File: config.mk
export PLATFORM = sky130hd
export DESIGN_NAME = normal_angle_shade_factor
export DESIGN_NICKNAME = d
export VERILOG_FILES = /design/src/nasf_pkg.sv /design/src/normal_angle_shade_factor.sv /design/src/nasf_prep.sv /design/src/nasf_cordic_stage.sv /design/src/nasf_shade.sv
export VERILOG_INCLUDE_DIRS = /design/src /design/src/src
export SDC_FILE = /design/constraint.sdc
export NUM_CORES = 2
export LEC_CHECK = 0
export BUFFER_PORTS_ARGS = -buffer_cell sky130_fd_sc_hd__buf_2
export CORE_MARGIN = 5
export CORE_UTILIZATION = 57
export CTS_CLUSTER_SIZE = 16
export DETAILED_ROUTE_END_ITERATION = 8
export GPL_ROUTABILITY_DRIVEN = 0
export HOLD_SLACK_MARGIN = 0.05
export PLACE_DENSITY = 0.82
export SYNTH_ARGS = -nofsm -noshare
export SYNTH_HDL_FRONTEND = slang
export SYNTH_SLANG_ARGS = --single-unit
File: constraint.sdc
create_clock -name clk -period 9.7 [get_ports clk]
set_input_delay 0.97 -clock clk [delete_from_list [all_inputs] [get_ports clk]]
set_output_delay 0.97 -clock clk [all_outputs]
set_load 0.02 [all_outputs]
File: src/assert_macros.svh
// Assertion helpers. Each use needs clk and rst_n in scope.
`ifndef ASSERT_MACROS_SVH
`define ASSERT_MACROS_SVH
`ifndef NO_ASSERTIONS
`define ASSERT_ALWAYS(label, expr) \
  label: assert property (@(posedge clk) disable iff (!rst_n) (expr)) \
    else $error("invariant assertion failed");
`define ASSERT_IMPLIES(label, ante, cons) \
  label: assert property (@(posedge clk) disable iff (!rst_n) (ante) |-> (cons)) \
    else $error("implication assertion failed");
`else
`define ASSERT_ALWAYS(label, expr)
`define ASSERT_IMPLIES(label, ante, cons)
`endif
`endif

File: src/nasf_pkg.sv
`default_nettype none
package nasf_pkg;

  localparam int CORDIC_STAGES_DEF = 16;
  localparam int NORMAL_BITS_DEF   = 16;

  // angle formats: degrees with 20 fraction bits
  localparam int ANG_FRAC = 20;
  localparam int ZW       = 30;  // signed CORDIC angle accumulator
  localparam int AW       = 29;  // wrapped angle, 0 .. 360 deg
  localparam int DSTW     = 28;  // distance, 0 .. 180 deg
  localparam int LIGHT_W  = 9;
  localparam int SHADE_W  = 11;

  localparam logic [LIGHT_W-1:0] LIGHT_RESET = 9'd135;
  localparam logic [LIGHT_W-1:0] DEG_FULL    = 9'd360;

  localparam logic [AW-1:0] ANG_FULL = AW'(360 << ANG_FRAC);
  localparam logic [AW-1:0] ANG_HALF = AW'(180 << ANG_FRAC);

  // shade = floor((NUM_BASE - 7*d) / (225 * 2^13)); the 2^13 is a shift,
  // the 225 is a reciprocal multiply that is exact for the 18-bit quotient
  localparam int NUMW = 31;
  localparam int MW   = 18;
  localparam int KW   = 19;
  localparam int PW   = MW + KW;
  localparam int RECIP_SHIFT = 26;
  localparam logic [NUMW-1:0] NUM_BASE = 31'd1888358400;
  localparam logic [KW-1:0]   RECIP    = 19'd298262;

  localparam logic [SHADE_W-1:0] SHADE_MIN = 11'd307;
  localparam logic [SHADE_W-1:0] SHADE_MAX = 11'd1024;

  typedef struct packed {
    logic signed [ZW-1:0] z;
    logic                 neg;
  } ang_t;

  // atan(2^-i) in degrees, Q20
  function automatic logic signed [ZW-1:0] atan_q20(input logic [4:0] idx);
    logic signed [ZW-1:0] v;
    case (idx)
      5'd0:  v = 30'sd47185920;
      5'd1:  v = 30'sd27855475;
      5'd2:  v = 30'sd14718068;
      5'd3:  v = 30'sd7471121;
      5'd4:  v = 30'sd3750058;
      5'd5:  v = 30'sd1876857;
      5'd6:  v = 30'sd938658;
      5'd7:  v = 30'sd469357;
      5'd8:  v = 30'sd234682;
      5'd9:  v = 30'sd117342;
      5'd10: v = 30'sd58671;
      5'd11: v = 30'sd29335;
      5'd12: v = 30'sd14668;
      5'd13: v = 30'sd7334;
      5'd14: v = 30'sd3667;
      5'd15: v = 30'sd1833;
      5'd16: v = 30'sd917;
      5'd17: v = 30'sd458;
      5'd18: v = 30'sd229;
      5'd19: v = 30'sd115;
      5'd20: v = 30'sd57;
      5'd21: v = 30'sd29;
      5'd22: v = 30'sd14;
      5'd23: v = 30'sd7;
      default: v = '0;
    endcase
    return v;
  endfunction

endpackage
`default_nettype wire

File: src/normal_angle_shade_factor.sv
// Per-vertex shade factor from the xy components of a normal. Each request
// carries normal_x and normal_y (signed Q1.14); the block finds the normal's
// direction over the full circle with a vectoring CORDIC (x of zero is taken
// as 0.01, the left half plane is folded by a 180 degree turn), takes the
// short-way distance d to the light direction set through cfg_light_direction
// (whole degrees, reset 135, values of 360 and up wrap), and returns
// shade = 0.3 + 0.7 * (1 - d/180) in Q1.10, rounded, 307 to 1024. One result
// per request, in order. Throughput is one request per clock unless the
// output stalls. Stages: one input conditioning stage, one CORDIC stage per
// micro-rotation, then angle wrap, distance, scaling and reciprocal multiply
// stages, the last of which is the output register. Every stage holds its own
// valid bit and advances when empty or when its successor moves, so bubbles
// close up under a stalled output and in_ready drops only when every stage is
// full and the output is not taken. Write the light direction only while no
// request is in flight.
`default_nettype none
`include "assert_macros.svh"
module normal_angle_shade_factor #(
  parameter int CORDIC_STAGES = nasf_pkg::CORDIC_STAGES_DEF,
  parameter int NORMAL_BITS   = nasf_pkg::NORMAL_BITS_DEF
) (
  input  wire logic                               clk,
  input  wire logic                               rst_n,
  input  wire logic                               cfg_we,
  input  wire logic [nasf_pkg::LIGHT_W-1:0]       cfg_light_direction,
  input  wire logic                               in_valid,
  output logic                                    in_ready,
  input  wire logic signed [NORMAL_BITS-1:0]      in_normal_x,
  input  wire logic signed [NORMAL_BITS-1:0]      in_normal_y,
  output logic                                    out_valid,
  input  wire logic                               out_ready,
  output logic [nasf_pkg::SHADE_W-1:0]            out_shade
);

  // datapath width: input plus sign, CORDIC gain, 2^CORDIC_STAGES scaling
  localparam int DW = NORMAL_BITS + CORDIC_STAGES + 3;

  logic [nasf_pkg::LIGHT_W-1:0] light_r;

  logic                 cv [CORDIC_STAGES+1];
  logic                 cr [CORDIC_STAGES+1];
  logic signed [DW-1:0] cx [CORDIC_STAGES+1];
  logic signed [DW-1:0] cy [CORDIC_STAGES+1];
  nasf_pkg::ang_t       ca [CORDIC_STAGES+1];

  // hold the light direction already reduced modulo 360
  always_ff @(posedge clk) begin
    if (!rst_n) begin
      light_r <= nasf_pkg::LIGHT_RESET;
    end else if (cfg_we) begin
      if (cfg_light_direction >= nasf_pkg::DEG_FULL) begin
        light_r <= cfg_light_direction - nasf_pkg::DEG_FULL;
      end else begin
        light_r <= cfg_light_direction;
      end
    end
  end

  // zero-x substitution, half-plane fold, scale up
  nasf_prep #(
    .NORMAL_BITS  (NORMAL_BITS),
    .CORDIC_STAGES(CORDIC_STAGES),
    .DW           (DW)
  ) u_prep (
    .clk      (clk),
    .rst_n    (rst_n),
    .in_valid (in_valid),
    .in_ready (in_ready),
    .in_x     (in_normal_x),
    .in_y     (in_normal_y),
    .out_valid(cv[0]),
    .out_ready(cr[0]),
    .out_x    (cx[0]),
    .out_y    (cy[0]),
    .out_ang  (ca[0])
  );

  // unrolled CORDIC: one micro-rotation per register stage
  for (genvar g = 0; g < CORDIC_STAGES; g++) begin : g_cordic
    nasf_cordic_stage #(
      .DW   (DW),
      .STAGE(g)
    ) u_stage (
      .clk      (clk),
      .rst_n    (rst_n),
      .in_valid (cv[g]),
      .in_ready (cr[g]),
      .in_x     (cx[g]),
      .in_y     (cy[g]),
      .in_ang   (ca[g]),
      .out_valid(cv[g+1]),
      .out_ready(cr[g+1]),
      .out_x    (cx[g+1]),
      .out_y    (cy[g+1]),
      .out_ang  (ca[g+1])
    );
  end

  // angle wrap, distance, shade; last stage drives the result ports
  nasf_shade u_shade (
    .clk      (clk),
    .rst_n    (rst_n),
    .light    (light_r),
    .in_valid (cv[CORDIC_STAGES]),
    .in_ready (cr[CORDIC_STAGES]),
    .in_ang   (ca[CORDIC_STAGES]),
    .out_valid(out_valid),
    .out_ready(out_ready),
    .out_shade(out_shade)
  );

  // stored light direction is always reduced
  `ASSERT_ALWAYS(a_light_reduced, light_r < nasf_pkg::DEG_FULL)
  // a delivered shade lies within 0.3 .. 1.0
  `ASSERT_IMPLIES(a_shade_range, out_valid,
                  out_shade >= nasf_pkg::SHADE_MIN && out_shade <= nasf_pkg::SHADE_MAX)
  // back-pressure at the input only comes from a stalled output
  `ASSERT_IMPLIES(a_ready_cause, !in_ready, out_valid && !out_ready)

endmodule
`default_nettype wire

File: src/nasf_prep.sv
`default_nettype none
module nasf_prep #(
  parameter int NORMAL_BITS   = nasf_pkg::NORMAL_BITS_DEF,
  parameter int CORDIC_STAGES = nasf_pkg::CORDIC_STAGES_DEF,
  parameter int DW            = NORMAL_BITS + CORDIC_STAGES + 3
) (
  input  wire logic                          clk,
  input  wire logic                          rst_n,
  input  wire logic                          in_valid,
  output logic                               in_ready,
  input  wire logic signed [NORMAL_BITS-1:0] in_x,
  input  wire logic signed [NORMAL_BITS-1:0] in_y,
  output logic                               out_valid,
  input  wire logic                          out_ready,
  output logic signed [DW-1:0]               out_x,
  output logic signed [DW-1:0]               out_y,
  output nasf_pkg::ang_t                     out_ang
);

  localparam int XZERO = ((1 << (NORMAL_BITS - 2)) + 50) / 100;

  logic                          valid_r;
  logic                          load;
  logic signed [NORMAL_BITS:0]   xe, ye, xa, ya;
  logic                          neg;
  logic signed [DW-1:0]          x_r, y_r, x_nxt, y_nxt;
  logic                          neg_r;

  always_comb begin
    xe = {in_x[NORMAL_BITS-1], in_x};
    ye = {in_y[NORMAL_BITS-1], in_y};
    if (in_x == '0) begin
      xe = (NORMAL_BITS + 1)'(XZERO);
    end
    // left half plane: rotate by 180 degrees
    neg = xe[NORMAL_BITS];
    xa  = neg ? -xe : xe;
    ya  = neg ? -ye : ye;
    x_nxt = {{(DW - NORMAL_BITS - 1 - CORDIC_STAGES){xa[NORMAL_BITS]}}, xa,
             {CORDIC_STAGES{1'b0}}};
    y_nxt = {{(DW - NORMAL_BITS - 1 - CORDIC_STAGES){ya[NORMAL_BITS]}}, ya,
             {CORDIC_STAGES{1'b0}}};
  end

  assign load     = !valid_r || out_ready;
  assign in_ready = load;

  always_ff @(posedge clk) begin
    if (!rst_n) begin
      valid_r <= 1'b0;
    end else if (load) begin
      valid_r <= in_valid;
    end
  end

  always_ff @(posedge clk) begin
    if (load && in_valid) begin
      x_r   <= x_nxt;
      y_r   <= y_nxt;
      neg_r <= neg;
    end
  end

  assign out_valid   = valid_r;
  assign out_x       = x_r;
  assign out_y       = y_r;
  assign out_ang.z   = '0;
  assign out_ang.neg = neg_r;

endmodule
`default_nettype wire

File: src/nasf_cordic_stage.sv
`default_nettype none
module nasf_cordic_stage #(
  parameter int DW    = 35,
  parameter int STAGE = 0
) (
  input  wire logic                 clk,
  input  wire logic                 rst_n,
  input  wire logic                 in_valid,
  output logic                      in_ready,
  input  wire logic signed [DW-1:0] in_x,
  input  wire logic signed [DW-1:0] in_y,
  input  nasf_pkg::ang_t            in_ang,
  output logic                      out_valid,
  input  wire logic                 out_ready,
  output logic signed [DW-1:0]      out_x,
  output logic signed [DW-1:0]      out_y,
  output nasf_pkg::ang_t            out_ang
);

  logic                           valid_r;
  logic                           load;
  logic signed [DW-1:0]           xs, ys;
  logic signed [DW-1:0]           x_r, y_r, x_nxt, y_nxt;
  nasf_pkg::ang_t                 ang_r, ang_nxt;
  logic signed [nasf_pkg::ZW-1:0] step;

  assign step = nasf_pkg::atan_q20(5'(STAGE));

  // one vectoring micro-rotation toward y = 0
  always_comb begin
    xs = in_x >>> STAGE;
    ys = in_y >>> STAGE;
    ang_nxt.neg = in_ang.neg;
    if (!in_y[DW-1]) begin
      x_nxt     = in_x + ys;
      y_nxt     = in_y - xs;
      ang_nxt.z = in_ang.z + step;
    end else begin
      x_nxt     = in_x - ys;
      y_nxt     = in_y + xs;
      ang_nxt.z = in_ang.z - step;
    end
  end

  assign load     = !valid_r || out_ready;
  assign in_ready = load;

  always_ff @(posedge clk) begin
    if (!rst_n) begin
      valid_r <= 1'b0;
    end else if (load) begin
      valid_r <= in_valid;
    end
  end

  always_ff @(posedge clk) begin
    if (load && in_valid) begin
      x_r   <= x_nxt;
      y_r   <= y_nxt;
      ang_r <= ang_nxt;
    end
  end

  assign out_valid = valid_r;
  assign out_x     = x_r;
  assign out_y     = y_r;
  assign out_ang   = ang_r;

endmodule
`default_nettype wire

File: src/nasf_shade.sv
`default_nettype none
module nasf_shade (
  input  wire logic                                 clk,
  input  wire logic                                 rst_n,
  input  wire logic [nasf_pkg::LIGHT_W-1:0]         light,
  input  wire logic                                 in_valid,
  output logic                                      in_ready,
  input  nasf_pkg::ang_t                            in_ang,
  output logic                                      out_valid,
  input  wire logic                                 out_ready,
  output logic [nasf_pkg::SHADE_W-1:0]              out_shade
);

  localparam int NST = 4;

  logic [NST-1:0]                  v_r;
  logic [NST-1:0]                  en;
  logic [NST-1:0]                  vin;

  logic signed [nasf_pkg::ZW-1:0]  asum;
  logic [nasf_pkg::AW-1:0]         ang_r, ang_nxt;
  logic [nasf_pkg::AW-1:0]         lig;
  logic signed [nasf_pkg::AW:0]    diff;
  logic [nasf_pkg::AW-1:0]         adiff;
  logic [nasf_pkg::DSTW-1:0]       d_r, d_nxt;
  logic [nasf_pkg::NUMW-1:0]       num;
  logic [nasf_pkg::MW-1:0]         m_r;
  logic [nasf_pkg::PW-1:0]         prod_r;

  // stall chain: a stage loads when empty or when its successor moves
  always_comb begin
    en[NST-1] = !v_r[NST-1] || out_ready;
    for (int i = NST - 2; i >= 0; i--) begin
      en[i] = !v_r[i] || en[i+1];
    end
  end

  assign vin      = {v_r[NST-2:0], in_valid};
  assign in_ready = en[0];

  always_ff @(posedge clk) begin
    if (!rst_n) begin
      v_r <= '0;
    end else begin
      for (int i = 0; i < NST; i++) begin
        if (en[i]) begin
          v_r[i] <= vin[i];
        end
      end
    end
  end

  // wrap angle into 0 .. 360
  always_comb begin
    asum = in_ang.z + (in_ang.neg ? $signed({1'b0, nasf_pkg::ANG_HALF})
                                  : $signed(nasf_pkg::ZW'(0)));
    if (asum < 0) begin
      ang_nxt = nasf_pkg::AW'(asum + $signed({1'b0, nasf_pkg::ANG_FULL}));
    end else if (asum >= $signed({1'b0, nasf_pkg::ANG_FULL})) begin
      ang_nxt = nasf_pkg::AW'(asum - $signed({1'b0, nasf_pkg::ANG_FULL}));
    end else begin
      ang_nxt = nasf_pkg::AW'(asum);
    end
  end

  // shortest distance to the light direction
  always_comb begin
    lig   = {light, {nasf_pkg::ANG_FRAC{1'b0}}};
    diff  = $signed({1'b0, ang_r}) - $signed({1'b0, lig});
    adiff = diff[nasf_pkg::AW] ? nasf_pkg::AW'(-diff) : nasf_pkg::AW'(diff);
    if (adiff > nasf_pkg::ANG_HALF) begin
      d_nxt = nasf_pkg::DSTW'(nasf_pkg::ANG_FULL - adiff);
    end else begin
      d_nxt = nasf_pkg::DSTW'(adiff);
    end
  end

  // numerator minus 7*d, then drop the power-of-two part of the divisor
  assign num = nasf_pkg::NUM_BASE - ({d_r, 3'b000} - {3'b000, d_r});

  always_ff @(posedge clk) begin
    if (en[0] && vin[0]) begin
      ang_r <= ang_nxt;
    end
    if (en[1] && vin[1]) begin
      d_r <= d_nxt;
    end
    if (en[2] && vin[2]) begin
      m_r <= num[nasf_pkg::NUMW-1 -: nasf_pkg::MW];
    end
    if (en[3] && vin[3]) begin
      prod_r <= nasf_pkg::PW'(m_r) * nasf_pkg::PW'(nasf_pkg::RECIP);
    end
  end

  assign out_valid = v_r[NST-1];
  assign out_shade = prod_r[nasf_pkg::RECIP_SHIFT +: nasf_pkg::SHADE_W];

endmodule
`default_nettype wire

# ---- Yosys cells after proc, flatten, opt, wreduce, memory -nomap -nowiden
# Cells that the tools add are included.
dict set report totals {
  out_inout_bits 13
  wordCells 311
  reg_bits 1687
  inputBits 46
}
dict set report classes {
  mul 1
  reduce_logical 64
  order_cmp 4
  n_addsub 98
  mux 54
}
# operator count
set op_table {}
lappend op_table {{35-bit 2-to-1 mux} 29}
lappend op_table {{30-bit 2-to-1 mux} 16}
lappend op_table {{29-bit 2-to-1 mux} 3}
lappend op_table {{35-bit by 22-bit adder with 35-bit output} 2}
lappend op_table {{35-bit by 23-bit adder with 35-bit output} 2}
lappend op_table {{35-bit by 24-bit adder with 35-bit output} 2}
lappend op_table {{35-bit by 25-bit adder with 35-bit output} 2}
lappend op_table {{35-bit by 26-bit adder with 35-bit output} 2}
lappend op_table {{35-bit by 27-bit adder with 35-bit output} 2}
lappend op_table {{35-bit by 28-bit adder with 35-bit output} 2}
lappend op_table {{35-bit by 29-bit adder with 35-bit output} 2}
lappend op_table {{35-bit by 30-bit adder with 35-bit output} 2}
lappend op_table {{35-bit by 31-bit adder with 35-bit output} 2}
lappend op_table {{35-bit by 32-bit adder with 35-bit output} 2}
lappend op_table {{35-bit by 33-bit adder with 35-bit output} 2}
lappend op_table {{35-bit by 34-bit adder with 35-bit output} 2}
lappend op_table {{35-bit by 22-bit subtractor with 35-bit output} 2}
lappend op_table {{35-bit by 23-bit subtractor with 35-bit output} 2}
lappend op_table {{35-bit by 24-bit subtractor with 35-bit output} 2}
lappend op_table {{35-bit by 25-bit subtractor with 35-bit output} 2}
lappend op_table {{35-bit by 26-bit subtractor with 35-bit output} 2}
lappend op_table {{35-bit by 27-bit subtractor with 35-bit output} 2}
lappend op_table {{35-bit by 28-bit subtractor with 35-bit output} 2}
lappend op_table {{35-bit by 29-bit subtractor with 35-bit output} 2}
lappend op_table {{other kinds (62)} 131}

# ---- Logic depth before layout (Yosys ltp)
dict set report logic_depth {
  ltp_word 23
  depth_mapped 22
  ltp_nobuf 22
}

# ---- Modules after synthesis
# A second synthesis with hierarchy kept.
dict set report unflattened {
  cells_unflattened 17636
  hier_area_um2 162748.6
}
# module area_per_inst_um2 cells_each n_inst seq_area_each_um2
set modules_own_cells {}
lappend modules_own_cells {nasf_shade 11466.0 1171 1 2662.6}
lappend modules_own_cells {{nasf_cordic_stage (g_cordic[0].u_stage)} 9801.9 1157 1 3022.9}
lappend modules_own_cells {{nasf_cordic_stage (g_cordic[5].u_stage)} 9577.9 1071 1 3052.9}
lappend modules_own_cells {{nasf_cordic_stage (g_cordic[2].u_stage)} 9544.2 1055 1 3052.9}
lappend modules_own_cells {{nasf_cordic_stage (g_cordic[1].u_stage)} 9499.1 1029 1 3052.9}
lappend modules_own_cells {{nasf_cordic_stage (g_cordic[3].u_stage)} 9472.8 1041 1 3052.9}
lappend modules_own_cells {{nasf_cordic_stage (g_cordic[8].u_stage)} 9396.5 1009 1 3052.9}
lappend modules_own_cells {{nasf_cordic_stage (g_cordic[4].u_stage)} 9352.7 1028 1 3052.9}
lappend modules_own_cells {{nasf_cordic_stage (g_cordic[6].u_stage)} 9253.9 1010 1 3052.9}
lappend modules_own_cells {{nasf_cordic_stage (g_cordic[13].u_stage)} 9233.9 1002 1 3052.9}
lappend modules_own_cells {{nasf_cordic_stage (g_cordic[7].u_stage)} 9185.1 994 1 3052.9}
lappend modules_own_cells {{nasf_cordic_stage (g_cordic[10].u_stage)} 9140.0 978 1 3052.9}
lappend modules_own_cells {{nasf_cordic_stage (g_cordic[14].u_stage)} 9058.7 978 1 3052.9}
lappend modules_own_cells {{nasf_cordic_stage (g_cordic[11].u_stage)} 9042.4 967 1 3052.9}
lappend modules_own_cells {{5 more rows} n/a n/a n/a n/a}

# ---- Worst setup path before layout
# No wires, ideal clock.
dict set report synth_timing {
  path_kind {input to register}
  startpoint {input out_ready}
  endpoint {register g_cordic[10].u_stage.ang_r (netlist bit g_cordic[10].u_stage.out_ang[0]), enable pin}
  t_arrival_ps 9385
  path_buffers 1
  setup_time_ps 711
  required_ps 8989
  path_slack_ps -396
  path_stages 8
  path_cell_list {nor2b_1 and3_1 and3_1 and2_1 and3_1 and2_1 clkbuf_1 a21boi_0}
}
dict set report synth_between {
  elab_chain_len 11
}
# element line
set synth_rtl {}
lappend synth_rtl {{start: declaration} normal_angle_shade_factor.sv:31} ;# input wire logic out_ready,
lappend synth_rtl {{1-bit logical OR} nasf_shade.sv:32} ;# en[NST-1] = !v_r[NST-1] || out_ready;
lappend synth_rtl {{1-bit logical OR (3 in series)} nasf_shade.sv:34} ;# en[i] = !v_r[i] || en[i+1];
lappend synth_rtl {{1-bit logical OR (6 in series)} nasf_cordic_stage.sv:45} ;# assign load = !valid_r || out_ready;
lappend synth_rtl {{1-bit logical AND} nasf_cordic_stage.sv:57} ;# if (load && in_valid) begin
lappend synth_rtl {{end signal: assignment} nasf_cordic_stage.sv:60} ;# ang_r <= ang_nxt;
lappend synth_rtl {{end: declaration} nasf_cordic_stage.sv:24} ;# nasf_pkg::ang_t ang_r, ang_nxt;
# Every way passes these cells.
# A chain may end at the register's enable or synchronous reset.

# ---- Worst setup path in the final report
dict set report layout_timing {
  startpoint {register u_shade.m_r[10] in the netlist's numbering}
  endpoint {register u_shade.prod_r[35] in the netlist's numbering, data pin}
}
dict set report layout_between {
  elab_chain_len 1
}
# element line
set layout_rtl {}
lappend layout_rtl {{start: declaration} nasf_shade.sv:27} ;# logic [nasf_pkg::MW-1:0] m_r;
lappend layout_rtl {{start signal: assignment} nasf_shade.sv:89} ;# m_r <= num[nasf_pkg::NUMW-1 -: nasf_pkg::MW];
lappend layout_rtl {{18-bit by 18-bit multiplier with 36-bit output} nasf_shade.sv:92} ;# prod_r <= nasf_pkg::PW'(m_r) * nasf_pkg::PW'(nasf_pkg::RECIP);
lappend layout_rtl {{end signal: assignment} nasf_shade.sv:92}
lappend layout_rtl {{end: declaration} nasf_shade.sv:28} ;# logic [nasf_pkg::PW-1:0] prod_r;
# Every way passes these cells.

==> impl_metrics.py <==
metrics = {
    "outcome": {
        "status": "finished, final reports clean",
    },
    "yosys": {
        "yosys.area.top_type_share_pct": 34.6,
        "syn_avg_cell_area_sq_um": 9.57,
        "yosysUniqueCellTypes": 95,
        "netlist_area_sq_mm": 0.121,
        "ys_ff_latch": 1420,
        "synth_area_leader_cell": "edfxtp_1",
        "synth_area_leaders": "edfxtp_1 35%, ha_1 15%, xnor2_1 8.4%",
        "ys.warnings.count": 0,
        "syn_inst": 12600,
        "seq_area_frac_synth_pct": 35.1,
        "syn-num-nets": 14300,
        "synth_edf_count": 1390,
        "synth_top_flop_cell": "edfxtp_1",
        "synthArstFlopShare_pct": 0,
    },
    "clocking": {
        "cts_tree": "built",
        "clockBufferDepth": 3,
        "ctsHoldBuffers": 0,
        "clk_pin_slew_ps": 60,
        "postCtsSetupRepairBufs": 0,
        "cts_buffers": 163,
        "clock_latency_ps": 860,
        "ctsResizeCount": 0,
        "cts_htree_levels": 4,
        "cts_num_sinks": 1420,
        "root_buffer": "clkbuf_16",
    },
    "power_and_ir_drop": {
        "clockPowerShare_pct": 44.1,
        "p_leak_uw": 0.0533,
        "p_switching_uw": 3470,
        "p_int_uw": 11100,
        "netSwitchingFraction_pct": 23.8,
        "power_frac_seq_pct": 47.2,
        "p_per_area_mw_per_mm2": 112,
        "power_uw": 14600,
        "pwr-share-comb_pct": 8.7,
        "vdd_drop_max_uv": 234,
    },
    "setup_path": {
        "timing.rr.start": "u_shade.m_r[10]",
        "required_ps": 10260,
        "cp_data_arrival_time_ps": 6820,
        "worstPathCellList": "ha_1 > ha_1 > inv_1 > fa_1 > inv_1 > fa_1 > fa_1 > inv_1 > fa_1 > inv_1 > ha_1 > a21oi_1 > nor2b_1 > o21ai_0 > a21oi_1 > a221o_1 > o21a_1 > o31ai_1 > a21oi_1 > a41oi_1 > a21boi_0 > xor2_1",
        "crit_start": "u_shade.m_r[10]",
        "end_kind": "flip-flop",
        "r2r_slack_ps": 3440,
        "path_max_fanout": 6,
        "start_kind": "flip-flop",
        "r2r-end": "u_shade.prod_r[35]",
        "ff2ff_path_depth": 22,
        "crit_type": "reg2reg",
        "slowest_delay_ps": 560,
        "setup.worst_path.end": "u_shade.prod_r[35]",
        "cp_slowest_cell": "fa_1",
    },
    "grt": {
        "grt_max_degree": 84,
        "antenna_found_initial": 12,
        "grt_pass1_vias": 91600,
        "grt.overflow.total": 0,
        "track_usage_pct": 24.8,
        "grt_pass1_wl_microns": 461000,
    },
    "drt": {
        "wl_per_cell_microns": 18.0,
        "detail_route.vias_per_cell": 6.04,
        "drc": 0,
        "drtIter0Drc": 7629,
        "antenna_left": 0,
        "first_pass_iters": 8,
        "routed_wl_microns": 283000,
        "num_vias": 95000,
    },
    "die": {
        "initial_core_util_pct": 57.1,
        "die_h_microns": 470,
        "io_pins": 59,
        "rows": 169,
        "fp.dieW_microns": 470,
        "core_sq_mm": 0.211,
        "die-area_sq_mm": 0.221,
    },
    "timing": {
        "fin_ws_ps": 3440,
        "fin_crit_sh_pct": 64.5,
        "timing.fmax_ghz": 0.160,
        "drv_slew": 0,
        "fin_hold_ws_ps": 353,
        "clock_skew_ps": 65.9,
        "slew_headroom_pct": 21.3,
        "finalHoldViolations": 0,
        "fin_setup_tns_ps": 0,
        "tightest_slew_ps": 1150,
        "rsz0062_at_grt": "false",
        "min_period_ps": 6260,
        "report.final.setup_viol": 0,
    },
    "layout": {
        "syn_to_final_growth_pct": 7.81,
        "nets": 14400,
        "drive_above_1_share_pct": 4.14,
        "fillers": 16800,
        "layout_commonest_cell": "ha_1",
        "layout.cells.most_common_list": "1488 x ha_1, 1390 x edfxtp_1, 1226 x a21oi_1",
    },
    "run": {
        "maxCapViolCount": 0,
    },
    "placement": {
        "numPortBuffers": 58,
        "dp_slack_ps": 3440,
        "dp.final_hpwl_microns": 221000,
    },
    "worst_hold_path": {
        "hp-class": "in2reg",
    },
}
critical path: cells and delay by family, from the launching register on:
kind / cells / cell delay (ps)
AO/OA/AOI/OAI: 9 / 1970
XOR/XNOR: 1 / 160
adder cells (fa/ha/maj): 7 / 3050
buffers and inverters: 4 / 220
flip-flops: 1 / 540
AND/OR/NAND/NOR: 1 / 60
Yosys cell counts (20+ instances only):
master	number
a2111oi_0	26
a211o_1	34
a211oi_1	121
a21boi_0	48
a21o_1	412
a21oi_1	1227
a221oi_1	23
a311oi_1	21
a31o_2	26
a31oi_1	126
and2_1	101
and3_1	162
and4_1	20
clkbuf_1	137
dfxtp_1	30
edfxtp_1	1390
fa_1	116
ha_1	1488
inv_1	765
mux2_2	37
mux2i_1	30
nand2_1	632
nand2b_1	158
nand3_1	210
nand4_1	69
nor2_1	1205
nor2b_1	191
nor3_1	386
nor3b_1	49
nor4_1	96
o211ai_1	52
o21a_1	182
o21ai_0	564
o21bai_1	171
o31a_1	21
o31ai_1	59
o41ai_1	57
or2_2	52
or3_1	108
or4_1	32
xnor2_1	1154
xor2_1	559
per-stage QoR:
stage / cells / utilization, % / cell area [sq um]
2_1_floorplan: 12600 / - / 121000
3_5_place_dp: 15400 / 58.9 / 125000
4_1_cts: 15700 / 61.6 / 130000
5_1_grt: 15700 / 61.6 / 130000
6_report: 15700 / 61.6 / 130000
3_3_place_gp: 15400 / 58.9 / 125000
state kept, by name (all words and copies together), names as in the netlist:
signal                      flops
g_cordic.u_stage.out_ang      434
g_cordic.u_stage.out_y        428
g_cordic.u_stage.out_x        409
u_shade.ang_r                  28
u_shade.d_r                    27
u_shade.m_r                    18
u_prep.out_x                   17
u_prep.out_y                   17
g_cordic.u_stage.out_valid     16
u_shade.prod_r                 11
light_r                         9
u_shade.v_r                     4
u_prep.neg_r                    1
u_prep.out_valid                1
kinds of logic (layout without fill, tap and decap cells):
kind of cell,Yosys count,count (layout),share of synthesized area (%)
adder cells (fa/ha/maj),1604,1604,17.3
flip-flops,1420,1420,35.1
XOR/XNOR,1713,1713,12.4
buffers and inverters,926,1192,2.90
AO/OA/AOI/OAI,3362,3362,17.6
AND/OR/NAND/NOR,3528,3528,14.1
other,1,4,0.00311
multiplexers,67,67,0.594
routing by layer:
metal / track usage (%) / share of wire, %
met5: 0 / 0.062
met4: 9.15 / 3.8
met3: 3.51 / 5.9
met2: 44.3 / 49
met1: 30.5 / 41
worst min path at each step:
stage | startpoint | end | slack (ps) | cells past startpoint
global route | in_normal_y[0] | u_prep.out_y[16] | 320 | 1
detailed placement | g_cordic[6].u_stage.out_ang[0] | g_cordic[7].u_stage.out_ang[0] | 400 | 0
CTS | cfg_light_direction[2] | light_r[2] | 290 | 3
global placement | g_cordic[6].u_stage.out_ang[0] | g_cordic[7].u_stage.out_ang[0] | 400 | 0
floorplan | u_prep.neg_r | g_cordic[0].u_stage.out_ang[0] | 400 | 0
finish | cfg_light_direction[2] | light_r[2] | 350 | 3
cell type report:
cell class | count | area [sq um] | share of cell area, %
Antenna cell | 3 | 7.51 | 0.00577
Clock buffer | 196 | 4270 | 3.28
Clock inverter | 107 | 1340 | 1.03
Inverter | 769 | 2890 | 2.22
Multi-Input combinational cell | 10300 | 75100 | 57.6
Sequential cell | 1420 | 42300 | 32.5
Tap cell | 2821 | 3530 | 2.71
Timing Repair Buffer | 120 | 756 | 0.580
power by group through the flow:
stage	Clock [uW]	Sequential, uW	Combinational (uW)
after CTS	6520	6880	1260
after global placement	0	7010	1220
after global routing	6780	6890	1410
after floorplan	0	6990	999
after detailed placement	0	7010	1240
final	6420	6880	1270
(Power assumes the default switching activity.)
